**src/hw/rtl/werm_pkg.sv**
```systemverilog
// ----------------------------------------------------------------------------
// werm_pkg
// shared constants and types of the windowed event rate meter
// ----------------------------------------------------------------------------
package werm_pkg;

   // default sizing of the timestamp ring
   localparam int RING_DEPTH_DEF = 64;
   localparam int STAMP_BITS_DEF = 48;

   // one minute in milliseconds, scaled to q16.8
   localparam logic [23:0] MS_PER_MIN_Q8 = 24'd15360000;
   // retention beyond the averaging window
   localparam logic [12:0] KEEP_EXTRA_MS = 13'd5000;
   // averaging window after reset
   localparam logic [23:0] WINDOW_RESET  = 24'd60000;
   // saturation value of a rate
   localparam logic [31:0] RATE_MAX      = 32'hFFFF_FFFF;

   // transaction kinds, any other code is a query
   localparam logic [1:0] KIND_RECORD = 2'd0;
   localparam logic [1:0] KIND_CLEAR  = 2'd2;

   // divider status toward the sequencer
   typedef struct packed {
      logic busy;
      logic done;
   } werm_div_stat_type;

endpackage

```
**src/hw/rtl/werm_divider.sv**
```systemverilog
// ----------------------------------------------------------------------------
// werm_divider
// radix-2 restoring divider, one quotient bit per cycle
// ----------------------------------------------------------------------------
module werm_divider #(
   parameter int NUM_W = 31,
   parameter int DEN_W = 48
) (
   input  logic                          clock,
   input  logic                          reset,
   input  logic                          start,
   input  logic [NUM_W-1:0]              numer,
   input  logic [DEN_W-1:0]              denom,
   output werm_pkg::werm_div_stat_type   div_stat,
   output logic [NUM_W-1:0]              quotient
);

   localparam int CNT_W = $clog2(NUM_W + 1);

   logic             busy_ff, busy_in;
   logic             done_ff, done_in;
   logic [CNT_W-1:0] cnt_ff, cnt_in;
   logic [DEN_W-1:0] rem_ff, rem_in;
   logic [NUM_W-1:0] quo_ff, quo_in;
   logic [DEN_W-1:0] den_ff, den_in;

   logic [DEN_W:0]   shifted;
   logic [DEN_W:0]   trial;
   logic             fits;

   always_comb begin
      shifted = {rem_ff, quo_ff[NUM_W-1]};
      trial   = shifted - {1'b0, den_ff};
      fits    = (shifted >= {1'b0, den_ff});

      busy_in = busy_ff;
      done_in = 1'b0;
      cnt_in  = cnt_ff;
      rem_in  = rem_ff;
      quo_in  = quo_ff;
      den_in  = den_ff;

      if (start) begin
         busy_in = 1'b1;
         cnt_in  = CNT_W'(NUM_W);
         rem_in  = '0;
         quo_in  = numer;
         den_in  = denom;
      end else if (busy_ff) begin
         rem_in = fits ? trial[DEN_W-1:0] : shifted[DEN_W-1:0];
         quo_in = {quo_ff[NUM_W-2:0], fits};
         cnt_in = cnt_ff - CNT_W'(1);
         if (cnt_ff == CNT_W'(1)) begin
            busy_in = 1'b0;
            done_in = 1'b1;
         end
      end
   end

   always_ff @(posedge clock) begin
      if (reset) begin
         busy_ff <= 1'b0;
         done_ff <= 1'b0;
         cnt_ff  <= '0;
      end else begin
         busy_ff <= busy_in;
         done_ff <= done_in;
         cnt_ff  <= cnt_in;
      end
   end

   always_ff @(posedge clock) begin
      rem_ff <= rem_in;
      quo_ff <= quo_in;
      den_ff <= den_in;
   end

   assign div_stat.busy = busy_ff;
   assign div_stat.done = done_ff;
   assign quotient      = quo_ff;

endmodule
```
**config.mk**
```make
export PLATFORM = sky130hd
export DESIGN_NAME = werm_divider
export DESIGN_NICKNAME = d
export VERILOG_FILES = /design/src/hw/rtl/werm_pkg.sv /design/src/hw/rtl/werm_divider.sv
export SDC_FILE = /design/constraint.sdc
export NUM_CORES = 1
export LEC_CHECK = 0
export BUFFER_PORTS_ARGS = -buffer_cell sky130_fd_sc_hd__buf_2
export CORE_UTILIZATION = 44
export DETAILED_ROUTE_END_ITERATION = 10
export GPL_TIMING_DRIVEN = 0
export MAX_ROUTING_LAYER = met4
export SLEW_MARGIN = 30
export SYNTH_ARGS = -nofsm -noshare
export SYNTH_HDL_FRONTEND = slang
export SYNTH_SLANG_ARGS = --single-unit
```
**constraint.sdc**
```tcl
create_clock -name clock -period 3.6 [get_ports clock]
set_input_delay 0.36 -clock clock [delete_from_list [all_inputs] [get_ports clock]]
set_output_delay 0.36 -clock clock [all_outputs]
set_load 0.005 [all_outputs]
```
Word-level counts from Yosys, hierarchy flattened --
Index checks and enable logic that the tools add are counted.
Word-level totals: register bits 134, output and inout bits 33, bits of input ports 82, word-level logic and storage cells 22
Cells by class: reduce and logical (&&, ||, !) cells 2, magnitude comparators 1, bitwise logic cells 1, eq/ne operators 1, muxes and demuxes 9, add/sub/neg operators 2
Operators with widths (number):
- $mux W31 | 2
- $ge A49 B48 Y1 | 1
- $mux W48 | 1
- $sub A48 B48 Y48 | 1
- $mux W5 | 2
- $eq A5 B1 Y1 const B | 1
- $sub A5 B1 Y5 const B | 1
- $mux W1 | 4
- $reduce_or A3 Y1 | 1
- $reduce_bool A2 Y1 | 1
- $not A1 Y1 | 1

Longest topological paths before layout --
Gate-level depths: netlist of the first run.
depth after elaboration 4, depth in mapped cells 14, mapped depth without buffers 13

Least setup slack after synthesis of the first run --
No wires, ideal clock.
path type register -> register, from register quo_ff[30] (netlist: quotient[30]), to register rem_ff[36], data arrival time 2695 ps, setup time 79 ps, setup slack 826 ps, data required time 3521 ps, clock period less this slack 2774 ps, stages on the path, launching flop included 14, path buffers 0, cells stage by stage edfxtp_1 -> inv_1 -> ha_1 -> fa_1 -> nand2b_1 -> a21o_1 -> a211oi_2 -> nor2_2 -> or3_4 -> a21oi_4 -> o21ai_1 -> xnor2_1 -> mux2i_1 -> a211oi_2
Between the ends: cells in the longest elaborated chain, start to end 2, elaborated cells between the ends (all ways) 3, classes of those cells add/sub: 1; order compare: 1; mux: 1
RTL lines:
- start: declaration | line werm_divider.sv:24 | logic [NUM_W-1:0] quo_ff, quo_in;
- start signal: assignment | line werm_divider.sv:74 | quo_ff <= quo_in;
- $sub A48 B48 Y48 or $ge A49 B48 Y1 (tied branches) | line werm_divider.sv:33, werm_divider.sv:34
- $mux W48 * | line werm_divider.sv:50 | rem_in = fits ? trial[DEN_W-1:0] : shifted[DEN_W-1:0];
- end signal: assignment | line werm_divider.sv:73 | rem_ff <= rem_in;
- end: declaration | line werm_divider.sv:23 | logic [DEN_W-1:0] rem_ff, rem_in;
Every way passes the cells marked *; elsewhere a longest branch is shown, timed or not. A chain may end at the register's enable or synchronous reset.

Final worst setup path of the first run --
Ends and elaborated chain as after synthesis.

==> flow_metrics.env, run 1 <==
export IMPL_postSynth_asyncResetShare_pct=0
export IMPL_hold_path_class="in2reg"
export IMPL_wl_per_cell_um=17.3
export IMPL_drive_gt1_share_pct=22.1
export IMPL_clock_sinks=134
export IMPL_vdd_drop_max_mv=0.331
export IMPL_yosys_area_share_simple_pct=14.0
export IMPL_dr_pass1_iters=7
export IMPL_dp_hpwl_mm=15.9
export IMPL_clock_skew_ns=0.0142
export IMPL_synth_seq_cells=134
export IMPL_finalCritPeriodShare_pct=90.8
export IMPL_worstPathArrival_ns=3.56
export IMPL_cp_start_kind="register"
export IMPL_dieWidth_um=139
export IMPL_worst_pin_slew_ns=0.851
export IMPL_worst_skew_pair_late_latency_ns=0.43
export IMPL_antenna_found_initial=0
export IMPL_critPathKind="reg2reg"
export IMPL_portBuffers=114
export IMPL_drv_slew=0
export IMPL_fin_nets=1152
export IMPL_syn_to_final_growth_pct=17.7
export IMPL_grt_use_total_pct=24.1
export IMPL_post_cts_resized=0
export IMPL_timing_slew_headroom_pct=43.3
export IMPL_numCtsBuffers=17
export IMPL_clk_pin_slew_worst_paths_ns=0.06
export IMPL_route_detailed_drc=0
export IMPL_yosys_cell_types_count=68
export IMPL_finalWorstPathRequiredPeriod_ns=3.27
export IMPL_setup_violations=0
export IMPL_synth_edf_count=79
export IMPL_finalPower_mw=4.64
export IMPL_max_freq_mhz=306
export IMPL_finalWirelength_mm=21.8
export IMPL_post_cts_buffers=0
export IMPL_design_area_um2=9750
export IMPL_multi_input_area_um2=4310
export IMPL_synth_compound_area_share_pct=19.4
export IMPL_place_area_um2=9140
export IMPL_num_vias=6944
export IMPL_ant_nets=0
export IMPL_status="complete, no violations"
export IMPL_cp_common_cell="a211oi_2"
export IMPL_core_area_um2=18200
export IMPL_utilization_pct=53.5
export IMPL_cts_buffer_depth=2
export IMPL_grt_pass1_wl_mm=35.1
export IMPL_synthCells=886
export IMPL_ys_warn_count=0
export IMPL_power_leakage_nw=4.24
export IMPL_globalplace_congestion=0.915
export IMPL_antenna_cells=0
export IMPL_layout_common_cells="131 x buf_2, 89 x nor2_1, 79 x edfxtp_1"
export IMPL_crit_slowest_cell="fa_1"
export IMPL_synthMuxAreaShare_pct=6.13
export IMPL_final_common_cell="buf_2"
export IMPL_num_io_pins=115
export IMPL_synthAdderAreaFrac_pct=7.80
export IMPL_cts_root_buf="clkbuf_16"
export IMPL_syn_num_nets=1019
export IMPL_dieArea_um2=19400
export IMPL_final_setup_tns_ns=0
export IMPL_path_max_fanout=3
export IMPL_regArea_um2=3470
export IMPL_die_h_um=139
export IMPL_drv_cap=0
export IMPL_rsz0062_at_grt="no"
export IMPL_required_ns=3.88
export IMPL_worstPathCellList="inv_1 -> ha_1 -> fa_1 -> nand2b_1 -> a21o_1 -> a211oi_2 -> nor2_2 -> or3_4 -> a21oi_4 -> o21ai_1 -> xnor2_1 -> mux2i_1 -> a211oi_2"
export IMPL_power_density_nw_per_um2=476
export IMPL_first_iter_violations=608
export IMPL_grt_max_degree=54
export IMPL_synth_top_family_by_area="compound AO/OA/AOI/OAI gates"
export IMPL_fillCellCount=1698
export IMPL_cts_tree="yes"
export IMPL_syn_area_per_cell_um2=9.35
export IMPL_first_global_vias=6796
export IMPL_grt_overflow_total=0
export IMPL_synth_area_um2=8280
export IMPL_worstSetupEndpointType="register"
export IMPL_worst_path_largest_cell_delay_ns=0.41
export IMPL_row_count=49
export IMPL_finalHoldViolCount=0
export IMPL_synthXorXnorAreaFrac_pct=4.76
export IMPL_hold_slack_ns=0.0993
export IMPL_seq_area_frac_synth_pct=41.9
export IMPL_ctsHoldBuffers=0
export IMPL_htree_levels=4
export IMPL_synthFlopType="edfxtp_1"
export IMPL_vias_per_cell=5.51
export IMPL_initial_core_util_pct=45.5
-- synth_stat cells (all sizes together), types with 3 or more instances --
cell type / count / area [um2]
inv: 66 / 248
and2: 4 / 25.0
mux2: 30 / 338
xnor2: 25 / 219
a211oi: 14 / 120
a21boi: 3 / 22.5
a211o: 3 / 26.3
ha: 50 / 626
nor2: 90 / 340
a31oi: 6 / 37.5
nor2b: 7 / 43.8
o21a: 6 / 45.0
nand3: 7 / 40.0
nor3b: 5 / 47.5
or3: 5 / 36.3
o211ai: 22 / 165
xor2: 20 / 175
nor4: 4 / 25.0
nor3: 15 / 80.1
dfxtp: 55 / 1100
a32oi: 5 / 43.8
edfxtp: 79 / 2370
mux2i: 17 / 170
nand2: 77 / 292
o31ai: 3 / 32.5
nand4: 17 / 106
a22o: 4 / 35.0
a21oi: 72 / 375
o211a: 4 / 40.0
o21bai: 10 / 75.1
o21ai: 67 / 362
nand2b: 9 / 63.8
a21o: 15 / 113
buf: 28 / 165
clkbuf: 22 / 82.6
-- through the flow --
stage          setup slack, ns  instances
5_1_grt                 0.0713       1261
3_5_place_dp             0.370       1229
3_3_place_gp            0.0740       1229
4_1_cts                  0.343       1261
2_1_floorplan            0.826        886
6_report                 0.330       1261
-- worst paths after layout --
kind,cells after the start,startpoint,to,slack (ns)
hold reg to reg,2,rem_ff[2],rem_ff[2],0.47
setup / recovery,13,quotient[30],rem_ff[36],0.33
setup reg to reg,13,quotient[30],rem_ff[36],0.33
hold / removal,1,denom[7],den_ff[7],0.1
-- worst max-delay path: cells and delay by family (launching register included) --
family | cells | cell delay (ns)
AO/OA/AOI/OAI | 5 | 1.05
multiplexers | 1 | 0.18
XOR/XNOR | 1 | 0.18
AND/OR/NAND/NOR | 3 | 0.64
flip-flops | 1 | 0.38
adder cells (fa/ha/maj) | 2 | 0.63
buffers and inverters | 1 | 0.06
-- sequential cells by signal, summed over array words and instances, names as in the netlist --
register and flops:
busy_ff 1, cnt_ff 5, den_ff 48, done_ff 1, quotient 31, rem_ff 48
-- cells by family after synthesis --
family | Yosys count
XOR/XNOR | 45
multiplexers | 47
buffers and inverters | 116
flip-flops | 134
adder cells (fa/ha/maj) | 51
AO/OA/AOI/OAI | 246
AND/OR/NAND/NOR | 247
-- cell type report --
cell class / count / share of cell area, %
Clock buffer: 17 / 4.36
Timing Repair Buffer: 114 / 5.88
Clock inverter: 15 / 1.89
Buffer: 50 / 2.54
Inverter: 66 / 2.54
Sequential cell: 134 / 35.6
Multi-Input combinational cell: 636 / 44.2
Tap cell: 229 / 2.94
-- routing by layer --
layer | wire length, um | up-vias | track usage [%]
li1 | - | 3462 | -
met1 | 10600 | 3279 | 31.9
met2 | 9960 | 177 | 37.3
met3 | 946 | 26 | 4.42
met4 | 300 | 0 | 7.49
met5 | 0 | - | -
-- power by group --
part	internal (mW)	total, mW	switching, mW
sequential	1.76	1.83	0.0686
clock	1.05	1.81	0.759
combinational	0.405	0.997	0.591
total	3.22	4.64	1.42
(Power assumes the default switching activity.)
==> run 2: changes to the inputs <==
Settings changed: CORE_MARGIN set to 5, CTS_CLUSTER_DIAMETER set to 150, REMOVE_ABC_BUFFERS set to 1.
==> flow_metrics.env, run 2 (synthesis gave the netlist of run 1 again) <==
export IMPL_dp_hpwl_mm=13.7
export IMPL_finalCritPeriodShare_pct=88.6
export IMPL_post_cts_resized=0
export IMPL_clock_skew_ns=0.0109
export IMPL_power_leakage_nw=4.20
export IMPL_post_cts_buffers=0
export IMPL_worst_path_largest_cell_delay_ns=0.41
export IMPL_required_ns=3.95
export IMPL_clock_sinks=134
export IMPL_wl_per_cell_um=15.3
export IMPL_power_density_nw_per_um2=477
export IMPL_numCtsBuffers=17
export IMPL_cts_root_buf="clkbuf_16"
export IMPL_vias_per_cell=5.34
export IMPL_cts_tree="yes"
export IMPL_initial_core_util_pct=44.4
export IMPL_ctsHoldBuffers=0
export IMPL_path_max_fanout=3
export IMPL_finalHoldViolCount=0
export IMPL_setup_violations=0
export IMPL_worst_slack_ns=0.409
export IMPL_status="complete, no violations"
export IMPL_antenna_found_initial=0
export IMPL_globalplace_congestion=0.897
export IMPL_finalWirelength_mm=18.8
export IMPL_grt_use_total_pct=18.3
export IMPL_fillCellCount=1794
export IMPL_core_area_um2=18600
export IMPL_rsz0062_at_grt="no"
export IMPL_max_freq_mhz=313
export IMPL_worstSetupEndpointType="register"
export IMPL_clk_pin_slew_worst_paths_ns=0.07
export IMPL_cp_common_cell="a211oi_2"
export IMPL_critPathKind="reg2reg"
export IMPL_cts_buffer_depth=2
export IMPL_drv_slew=0
export IMPL_row_count=50
export IMPL_timing_slew_headroom_pct=41.1
export IMPL_ant_nets=0
export IMPL_first_iter_violations=451
export IMPL_cp_start_kind="register"
export IMPL_final_common_cell="buf_2"
export IMPL_worst_skew_pair_late_latency_ns=0.43
export IMPL_crit_slowest_cell="fa_1"
export IMPL_dr_pass1_iters=5
export IMPL_finalWorstPathRequiredPeriod_ns=3.19
export IMPL_fin_nets=1109
export IMPL_syn_to_final_growth_pct=17.1
export IMPL_num_io_pins=115
export IMPL_num_vias=6525
export IMPL_grt_max_degree=71
export IMPL_dp_slack_ns=0.183
export IMPL_grt_overflow_total=0
export IMPL_grt_pass1_wl_mm=31.6
export IMPL_route_detailed_drc=0
export IMPL_worstPathCellList="inv_1 -> ha_1 -> fa_1 -> nand2b_1 -> a21o_1 -> a211oi_2 -> nor2_2 -> or3_4 -> a21oi_4 -> o21ai_1 -> xnor2_1 -> mux2i_1 -> a211oi_2"
export IMPL_hold_path_class="in2reg"
export IMPL_portBuffers=114
export IMPL_worst_pin_slew_ns=0.884
export IMPL_worstPathArrival_ns=3.54
export IMPL_die_h_um=147
export IMPL_vdd_drop_max_mv=0.320
export IMPL_first_global_vias=6328
export IMPL_htree_levels=4
export IMPL_finalPower_mw=4.62
export IMPL_drv_cap=0
export IMPL_antenna_cells=0
export IMPL_dieArea_um2=21700
export IMPL_layout_common_cells="113 x buf_2, 88 x nor2_1, 79 x edfxtp_1"
export IMPL_dieWidth_um=147
export IMPL_drive_gt1_share_pct=21.4
## run 2: report_power, final
part / total (mW) / internal (mW) / leakage [nW] / switching, mW
clock network: 1.84 / 1.13 / 0.305 / 0.701
logic: 0.955 / 0.406 / 2.66 / 0.549
registers: 1.83 / 1.76 / 1.23 / 0.0717
## run 2: cell type report
class / instances / area, um2 / area share [%]
Inverter: 66 / 248 / 2.56
Clock buffer: 19 / 453 / 4.67
Timing Repair Buffer: 121 / 729 / 7.53
Sequential cell: 134 / 3480 / 35.9
Clock inverter: 13 / 169 / 1.74
Multi-Input combinational cell: 636 / 4320 / 44.6
Tap cell: 234 / 293 / 3.02
## run 2: layer usage
layer	share of wire [%]	track usage, %	vias up
li1	-	-	3365
met1	49	25.0	3028
met2	45	27.9	117
met3	4.0	3.86	15
met4	1.2	4.89	0
met5	0	-	-
## run 2: stage by stage
step	cell area [um2]	setup TNS, ns	hold slack [ns]	utilization (%)	std cells
finish	9690	0	0.101	52.0	1223
global route	9690	0	0.0784	52.0	1223
CTS	9690	0	0.0801	52.0	1222
detailed placement	9060	0	0.467	48.6	1190
global placement	8900	-129.75	0.461	47.7	1184
floorplan	8030	-18.63	0.425	-	836
## run 2: worst max-delay path, delay by kind of cell (launching register included)
kind,cells,cell delay [ns]
flops,1,0.39
mux,1,0.10
buf+inv,1,0.06
fa+ha+maj,2,0.63
simple gates,3,0.65
xor+xnor,1,0.17
compound gates,5,1.12
## run 2: final timing paths
kind	from	endpoint	slack, ns	depth (start not counted)
max	quotient[30]	rem_ff[36]	0.41	13
min	denom[36]	den_ff[36]	0.10	1
max reg2reg	quotient[30]	rem_ff[36]	0.41	13
min reg2reg	rem_ff[2]	rem_ff[2]	0.47	2
==> run 3: changes to the inputs <==
Clock period 3.6 ns to 3.01 ns, I/O delays scaled along.
==> flow_metrics.env, run 3 (synthesis gave the netlist of run 1 again) <==
export IMPL_initial_core_util_pct=44.4
export IMPL_worstPathArrival_ns=3.31
export IMPL_crit_slowest_cell="fa_2"
export IMPL_dieWidth_um=147
export IMPL_use_met2_pct=27.9
export IMPL_cts_buffer_depth=2
export IMPL_grt_overflow_total=0
export IMPL_cts_tree="yes"
export IMPL_finalWorstPathRequiredPeriod_ns=2.96
export IMPL_hold_path_class="in2reg"
export IMPL_row_count=50
export IMPL_clock_skew_ns=0.0114
export IMPL_timing_rr_end="rem_ff[28]"
export IMPL_globalplace_congestion=0.897
export IMPL_final_common_cell="buf_2"
export IMPL_drv_cap=0
export IMPL_num_io_pins=115
export IMPL_rrSetupSlack_ns=0.05
export IMPL_worst_skew_pair_late_latency_ns=0.43
export IMPL_timing_slew_headroom_pct=42.8
export IMPL_min_to="den_ff[36]"
export IMPL_antenna_found_initial=0
export IMPL_r2r_start="quotient[30]"
export IMPL_top_usage_layer="met2"
export IMPL_num_vias=6617
export IMPL_finalPower_mw=5.68
export IMPL_required_ns=3.35
export IMPL_finalWirelength_mm=19.5
export IMPL_dieArea_um2=21700
export IMPL_reg2reg_depth=13
export IMPL_die_h_um=147
export IMPL_dr_pass1_iters=5
export IMPL_drive_gt1_share_pct=27.7
export IMPL_syn_to_final_growth_pct=23.3
export IMPL_layout_common_cells="113 x buf_2, 86 x nor2_1, 79 x edfxtp_1"
export IMPL_route_detailed_drc=0
export IMPL_worst_path_largest_cell_delay_ns=0.40
export IMPL_dp_hpwl_mm=13.7
export IMPL_finalCritPeriodShare_pct=98.5
export IMPL_drv_slew=0
export IMPL_grtUsageMet3_pct=3.86
export IMPL_worst_slack_ns=0.0465
export IMPL_first_global_vias=6346
export IMPL_worst_pin_slew_ns=0.857
export IMPL_clock_sinks=134
export IMPL_finalHoldViolCount=0
export IMPL_wl_per_cell_um=15.8
export IMPL_dp_slack_ns=-0.407
export IMPL_worstPathCellList="inv_1 -> ha_2 -> fa_2 -> nand2b_4 -> a21o_1 -> a211oi_4 -> nor2_2 -> or3_4 -> a21oi_4 -> o21ai_2 -> xnor2_1 -> mux2i_1 -> a211oi_1"
export IMPL_htree_levels=4
export IMPL_hp_start="denom[36]"
export IMPL_fin_nets=1120
export IMPL_setup_violations=0
export IMPL_worstSetupEndpointType="register"
export IMPL_vdd_drop_max_mv=0.405
export IMPL_critPathKind="reg2reg"
export IMPL_power_leakage_nw=4.28
export IMPL_cp_start_kind="register"
export IMPL_numCtsBuffers=17
export IMPL_core_area_um2=18600
export IMPL_rsz0062_at_grt="yes"
export IMPL_vias_per_cell=5.36
export IMPL_status="complete, no violations"
export IMPL_grt_use_total_pct=18.4
export IMPL_cts_root_buf="clkbuf_16"
export IMPL_grt_pass1_wl_mm=31.6
export IMPL_hold_depth=1
export IMPL_max_freq_mhz=337
export IMPL_antenna_cells=0
export IMPL_power_density_nw_per_um2=556
export IMPL_grt_max_degree=71
export IMPL_portBuffers=114
export IMPL_first_iter_violations=476
export IMPL_clk_pin_slew_worst_paths_ns=0.07
export IMPL_ant_nets=0
export IMPL_path_max_fanout=3
export IMPL_met1_usage_pct=25.1
[run 3: report_power, final]
part / internal, mW / switching [mW]
logic: 0.565 / 0.710
clock network: 1.36 / 0.842
registers: 2.11 / 0.0933
total: 4.03 / 1.65
[run 3: layout make-up]
| class | count | area [um2] |
|---|---|---|
| Inverter | 66 | 248 |
| Timing Repair Buffer | 132 | 813 |
| Multi-Input combinational cell | 636 | 4760 |
| Fill cell | 1735 | 8430 |
| Tap cell | 234 | 293 |
| Sequential cell | 134 | 3480 |
| Clock inverter | 13 | 169 |
| Clock buffer | 19 | 453 |
[run 3: worst max-delay path, delay by kind of cell (launching register included)]
kind | cells | cell delay, ns
buf+inv | 1 | 0.05
flops | 1 | 0.35
fa+ha+maj | 2 | 0.59
simple gates | 3 | 0.58
mux | 1 | 0.09
compound gates | 5 | 1.01
xor+xnor | 1 | 0.19
[run 3: routing by layer]
layer / part of all wire [%] / vias up
met5: 0 / -
li1: - / 3385
met1: 48 / 3089
met4: 1.1 / 0
met3: 4.3 / 15
met2: 46 / 128
[run 3: what timing repair did]
item | CTS | global route
setup buffers | 3 | 8
endpoints found under the setup margin | 39 | 30
pin swaps | 3 | 16
resized for setup | 10 | 70
endpoints found under the hold margin | 0 | 0
cloned | 0 | 1
hold buffers | 0 | 0
[run 3: worst max-delay path by stage]
stage	slack [ns]	start	depth (start not counted)	to
floorplan	-1.06	den_ff[3]	10	rem_ff[36]
global placement	-2.39	den_ff[6]	11	rem_ff[7]
detailed placement	-0.41	den_ff[3]	14	rem_ff[45]
CTS	0.01	den_ff[5]	13	rem_ff[45]
global route	-0.1	quotient[30]	13	rem_ff[28]
finish	0.05	quotient[30]	13	rem_ff[28]
[run 3: stage by stage]
stage | utilization [%] | instances | hold slack (ns) | setup TNS, ns | instance area [um2]
final | 54.8 | 1234 | 0.0410 | 0 | 10200
after global routing | 54.8 | 1234 | 0.0194 | -0.471 | 10200
after CTS | 52.3 | 1225 | 0.0211 | 0 | 9750
after detailed placement | 48.6 | 1190 | 0.467 | -8.06 | 9060
after global placement | 47.7 | 1184 | 0.461 | -176.02 | 8900
after floorplan | - | 836 | 0.366 | -54.61 | 8030
